[src/design/becp_pkg.sv]
// ============================================================================
// becp_pkg
// Shared types and constants for the binomial European call pricer.
// ============================================================================
package becp_pkg;

   // Default tree depth
   localparam int MAX_LEVELS_DEF = 64;

   // Field widths
   localparam int PRICE_W    = 32;
   localparam int PROB_W     = 25;
   localparam int LEVEL_W    = 7;
   localparam int CSR_ADDR_W = 5;
   localparam int CSR_DATA_W = 32;

   // Fixed-point constants
   localparam logic [PROB_W-1:0] ONE_Q24   = 25'h100_0000;
   localparam logic [23:0]       HALF_Q24  = 24'h80_0000;
   localparam logic [29:0]       HALF_Q30  = 30'h2000_0000;

   // Register reset values
   localparam logic [PRICE_W-1:0] SPOT_RST   = 32'd6553600;
   localparam logic [PRICE_W-1:0] UP_RST     = 32'd1073741824;
   localparam logic [PRICE_W-1:0] RATIO_RST  = 32'd1073741824;
   localparam logic [PROB_W-1:0]  PROB_RST   = 25'd8388608;
   localparam logic [PROB_W-1:0]  DISC_RST   = 25'd16777216;
   localparam logic [LEVEL_W-1:0] LEVELS_RST = 7'd60;

   // Register indexes (byte address / 4)
   typedef enum logic [2:0] {
      CSR_SPOT   = 3'd0,
      CSR_UP     = 3'd1,
      CSR_RATIO  = 3'd2,
      CSR_PROB   = 3'd3,
      CSR_DISC   = 3'd4,
      CSR_LEVELS = 3'd5
   } csr_idx_type;

   // Sequencer states
   typedef enum logic [2:0] {
      ST_IDLE,
      ST_UP,
      ST_LEAF,
      ST_FOLD,
      ST_FINISH
   } state_type;

   // Node read issued to the fold pipeline
   typedef struct packed {
      logic valid;
      logic first;   // first read of a level, no node produced
   } fold_ctl_type;

   // Fold pipeline status back to the sequencer
   typedef struct packed {
      logic hazard;  // read address has a write still in flight
      logic busy;    // any stage occupied
   } fold_sts_type;

endpackage

[src/design/becp_fold.sv]
// ============================================================================
// becp_fold
// Three-stage backward-induction datapath: one parent node per read after the first of a level.
// ============================================================================
module becp_fold
   import becp_pkg::*;
#(
   parameter int MAX_LEVELS = MAX_LEVELS_DEF,
   localparam int ADDR_W = $clog2(MAX_LEVELS)
)
(
   input  logic                clock,
   input  logic                reset,
   input  fold_ctl_type        issue,
   input  logic [ADDR_W-1:0]   rd_addr,
   input  logic [PRICE_W-1:0]  rd_data,
   input  logic [PROB_W-1:0]   prob,
   input  logic [PROB_W-1:0]   disc,
   output fold_sts_type        sts,
   output logic                wr_valid,
   output logic [ADDR_W-1:0]   wr_addr,
   output logic [PRICE_W-1:0]  wr_data
);

   // Stage 1: read data arrives, p*(upper-lower)
   logic                s1_valid_ff, s1_first_ff;
   logic [ADDR_W-1:0]   s1_addr_ff;
   logic [PRICE_W-1:0]  prev_ff;
   logic [ADDR_W-1:0]   s1_waddr;
   logic signed [32:0]  diff;
   logic signed [58:0]  prod;
   logic                s1_produce;

   // Stage 2: add lower*2^24 and round
   logic                s2_valid_ff;
   logic [ADDR_W-1:0]   s2_addr_ff;
   logic [PRICE_W-1:0]  s2_lower_ff;
   logic signed [58:0]  s2_prod_ff;
   logic signed [59:0]  mix_sum;

   // Stage 3: discount and write back
   logic                s3_valid_ff;
   logic [ADDR_W-1:0]   s3_addr_ff;
   logic [PRICE_W-1:0]  s3_m_ff;
   logic [56:0]         disc_sum;

   assign s1_waddr   = s1_addr_ff - ADDR_W'(1);
   assign s1_produce = s1_valid_ff & ~s1_first_ff;
   assign diff       = $signed({1'b0, prev_ff}) - $signed({1'b0, rd_data});
   assign prod       = $signed({1'b0, prob}) * diff;

   assign mix_sum = $signed({4'b0000, s2_lower_ff, 24'h00_0000})
                  + $signed({s2_prod_ff[58], s2_prod_ff})
                  + $signed({36'd0, HALF_Q24});

   assign disc_sum = 57'(s3_m_ff) * 57'(disc) + 57'(HALF_Q24);

   // Control of the stage valids
   always_ff @(posedge clock) begin
      if (reset) begin
         s1_valid_ff <= 1'b0;
         s2_valid_ff <= 1'b0;
         s3_valid_ff <= 1'b0;
      end else begin
         s1_valid_ff <= issue.valid;
         s2_valid_ff <= s1_produce;
         s3_valid_ff <= s2_valid_ff;
      end
   end

   // Payload registers
   always_ff @(posedge clock) begin
      s1_first_ff <= issue.first;
      s1_addr_ff  <= rd_addr;
      if (s1_valid_ff) begin
         prev_ff <= rd_data;
      end
      s2_addr_ff  <= s1_waddr;
      s2_lower_ff <= rd_data;
      s2_prod_ff  <= prod;
      s3_addr_ff  <= s2_addr_ff;
      s3_m_ff     <= mix_sum[55:24];
   end

   // A read must not overtake a pending write to the same node
   assign sts.hazard = (s1_produce && s1_waddr == rd_addr)
                    || (s2_valid_ff && s2_addr_ff == rd_addr)
                    || (s3_valid_ff && s3_addr_ff == rd_addr);
   assign sts.busy   = s1_valid_ff | s2_valid_ff | s3_valid_ff;

   assign wr_valid = s3_valid_ff;
   assign wr_addr  = s3_addr_ff;
   assign wr_data  = disc_sum[55:24];

endmodule

[config.mk]
export PLATFORM = sky130hd
export DESIGN_NAME = becp_fold
export DESIGN_NICKNAME = d
export VERILOG_FILES = /design/src/design/becp_pkg.sv /design/src/design/becp_fold.sv
export SDC_FILE = /design/constraint.sdc
export NUM_CORES = 2
export LEC_CHECK = 0
export BUFFER_PORTS_ARGS = -buffer_cell sky130_fd_sc_hd__buf_2
export CORE_ASPECT_RATIO = 0.5
export CORE_MARGIN = 2
export CORE_UTILIZATION = 55
export CTS_CLUSTER_DIAMETER = 50
export DETAILED_ROUTE_END_ITERATION = 16
export PLACE_DENSITY = 0.71
export RECOVER_POWER = 50
export SYNTH_ARGS = -nofsm -noshare
export SYNTH_HDL_FRONTEND = slang
export SYNTH_SLANG_ARGS = --single-unit
[constraint.sdc]
create_clock -name clock -period 28.1 [get_ports clock]
set_input_delay 2.81 -clock clock [delete_from_list [all_inputs] [get_ports clock]]
set_output_delay 2.81 -clock clock [all_outputs]
set_load 0.1 [all_outputs]
==> impl_metrics.tcl <==
set metrics [dict create \
    status "finished with violations" \
    violations "max-capacitance violations, max-slew violations" \
    ys_warn_count 0 \
    worst_pin_slew_ns 1.64 \
    synthArstFlopShare_pct 0 \
    start_kind "primary input" \
    fin_crit_sh_pct 49.6 \
    vias 44100 \
    fin_nets 8510 \
    antenna_found_initial 19 \
    post_cts_buffers 0 \
    synth-edff-count 32 \
    die_area_um2 112000 \
    first_global_vias 49500 \
    wl_per_cell_um 20.3 \
    placementRows 85 \
    critPathArrivalTime_ns 11.13 \
    slew_headroom_pct -9.43 \
    grt_max_degree 68 \
    ys_top_cells_by_count "inv_1 (1602), fa_1 (1506), nand2_1 (931), and2_1 (707), ha_1 (425)" \
    clock_path_buffers 2 \
    io_buffer_count 132 \
    die_h_um 238 \
    clock_skew_ns 0.00938 \
    setup_viol 0 \
    yosysSeqAreaShare_pct 5.56 \
    viasPerCell 5.55 \
    synth_ff_type "dfxtp_1" \
    synth_top_area_share_pct 50.1 \
    ys_types 81 \
    drcViolationCount 0 \
    grt.overflow.total 0 \
    setup.worst_path.start "disc[11]" \
    area_delta_synth_final_pct 4.36 \
    cts_root_buf "clkbuf_16" \
    postCtsHoldBufs 0 \
    synth.area.top_cells "fa_1 (50%), inv_1 (10%), ha_1 (8.8%)" \
    instances_no_fill 7948 \
    synth_top_cell_by_area "fa_1" \
    start_util_pct 55.7 \
    cts_max_level 4 \
    pin_count 133 \
    syn-num-nets 8602 \
    synth_area_um2 60200 \
    core_um2 108000 \
    cp.required_ns 25.29 \
    syn_avg_cell_area_um2 9.15 \
    placed_cells 7903 \
    slew_viol_final 36 \
    worstSetupPathType "primary input to output pin" \
    hp-class "flop to flop" \
    finalSetupTns_ns 0 \
    cts_resized 0 \
    hp-start "s2_addr_ff[1]$_DFF_P_" \
    dpl.hpwl_um 124000 \
    dpl_cell_area_um2 62200 \
    chipWidth_um 472 \
    firstDrtPassIters 8 \
    hold_violations 0 \
    synth_seq_cells 151 \
    rsz0062_at_grt "false" \
    min_period_ns 13.94 \
    worst-path-max-fanout 32 \
    clk_pin_slew_ns 0.07 \
    max_clock_freq_mhz 71.7 \
    worst_setup_path_end_kind "output pin" \
    track_usage_pct 30.1 \
    yosysMostFrequentCell "inv_1" \
    syn_inst 6579 \
    routed_wl_um 161000 \
    design_area_um2 62800 \
    worstReg2RegStart "prev_ff[1]$_DFFE_PP_" \
    first_iter_violations 3455 \
    layout-drive-gt1-share_pct 3.85 \
    gp_congestion 0.902 \
    hold_slack_ns 0.372 \
    drv_cap 1 \
    clock_latency_ns 0.43 \
    grt_pass1_wl_um 265000 \
    cts_tree "yes" \
    cts_sinks 151 \
    ant_nets 0 \
    cts_buffers 17 \
]
-- registers in the layout (all words and copies together) (netlist names), 6 cells and up --
signal       count
s2_prod_ff      33
prev_ff         32
s2_lower_ff     32
s3_m_ff         32
s1_addr_ff       6
s2_addr_ff       6
wr_addr          6
-- placed cells by master (no fill, tap or decap), types with 26 or more instances in the layout --
master    instances
o211ai_1         31
nand3_1          80
o21ai_0          70
a21oi_1         113
dfxtp_1         119
and2_1          706
ha_1            424
clkbuf_1         40
fa_1           1506
buf_4            75
inv_1          1602
buf_2            93
nor2b_1          81
a21o_1           63
nand2_1         931
edfxtp_1         32
nand2b_1         26
nor2_1           76
xor2_1           46
xnor2_1          88
-- area by class of cell --
cell class | instances | area, um^2
Timing Repair Buffer | 207 | 1170
Multi-Input combinational cell | 4508 | 49900
Clock buffer | 21 | 482
Clock inverter | 11 | 109
Tap cell | 1435 | 1800
Inverter | 1602 | 6010
Sequential cell | 151 | 3340
Fill cell | 9375 | 45300
Antenna cell | 13 | 32.5
-- routing by layer --
| layer | vias up | wire length (um) | GRT usage [%] |
|---|---|---|---|
| li1 | 19000 | - | - |
| met3 | 358 | 14300 | 5.07 |
| met1 | 22700 | 63500 | 39.4 |
| met4 | 4 | 5880 | 10.1 |
| met5 | - | 23 | 0 |
| met2 | 2023 | 77700 | 51.3 |
-- through the flow --
step / utilization (%) / setup slack (ns)
2_1_floorplan: - / 14.76
3_3_place_gp: 57.6 / 14.28
3_5_place_dp: 57.6 / 14.36
4_1_cts: 58.1 / 14.29
5_1_grt: 58.1 / 13.92
6_report: 58.1 / 14.16
-- final timing paths --
check                                 to  slack, ns  cells after the start
hold reg to reg       wr_addr[1]$_DFF_P_       0.37                      0
setup / recovery             wr_data[31]      14.16                     25
setup reg to reg  s2_prod_ff[55]$_DFF_P_      17.21                     37
hold / removal        wr_addr[1]$_DFF_P_       0.37                      0
-- worst max-delay path, stage by stage --
cell and delay, ns:
buf_2 0.63, nand2_1 0.18, fa_1 0.55, inv_1 0.06, fa_1 0.54, inv_1 0.06
fa_1 0.48, fa_1 0.62, fa_1 0.48, fa_1 0.50, inv_1 0.05, fa_1 0.46
ha_1 0.48, a21o_1 0.25, a21o_1 0.17, a21oi_1 0.38, o21ai_0 0.22, a31o_2 0.30
a221o_1 0.39, nor2_1 0.42, o31ai_4 0.15, nor4_1 0.22, nor3_1 0.12, xnor2_1 0.13
buf_2 0.44
-- cells by family after synthesis --
kind of cell             Yosys count  synth area share (%)
AO/OA/AOI/OAI                    421                  4.74
buffers and inverters           1920                  12.0
XOR/XNOR                         157                  2.30
flip-flops                       151                  5.56
adder cells (fa/ha/maj)         1931                  58.9
multiplexers                       1                0.0166
AND/OR/NAND/NOR                 1998                  16.5
Power is left out: the tool's default activity adds up to more than one toggle a clock period on the data nets, which glitch-free logic cannot reach.
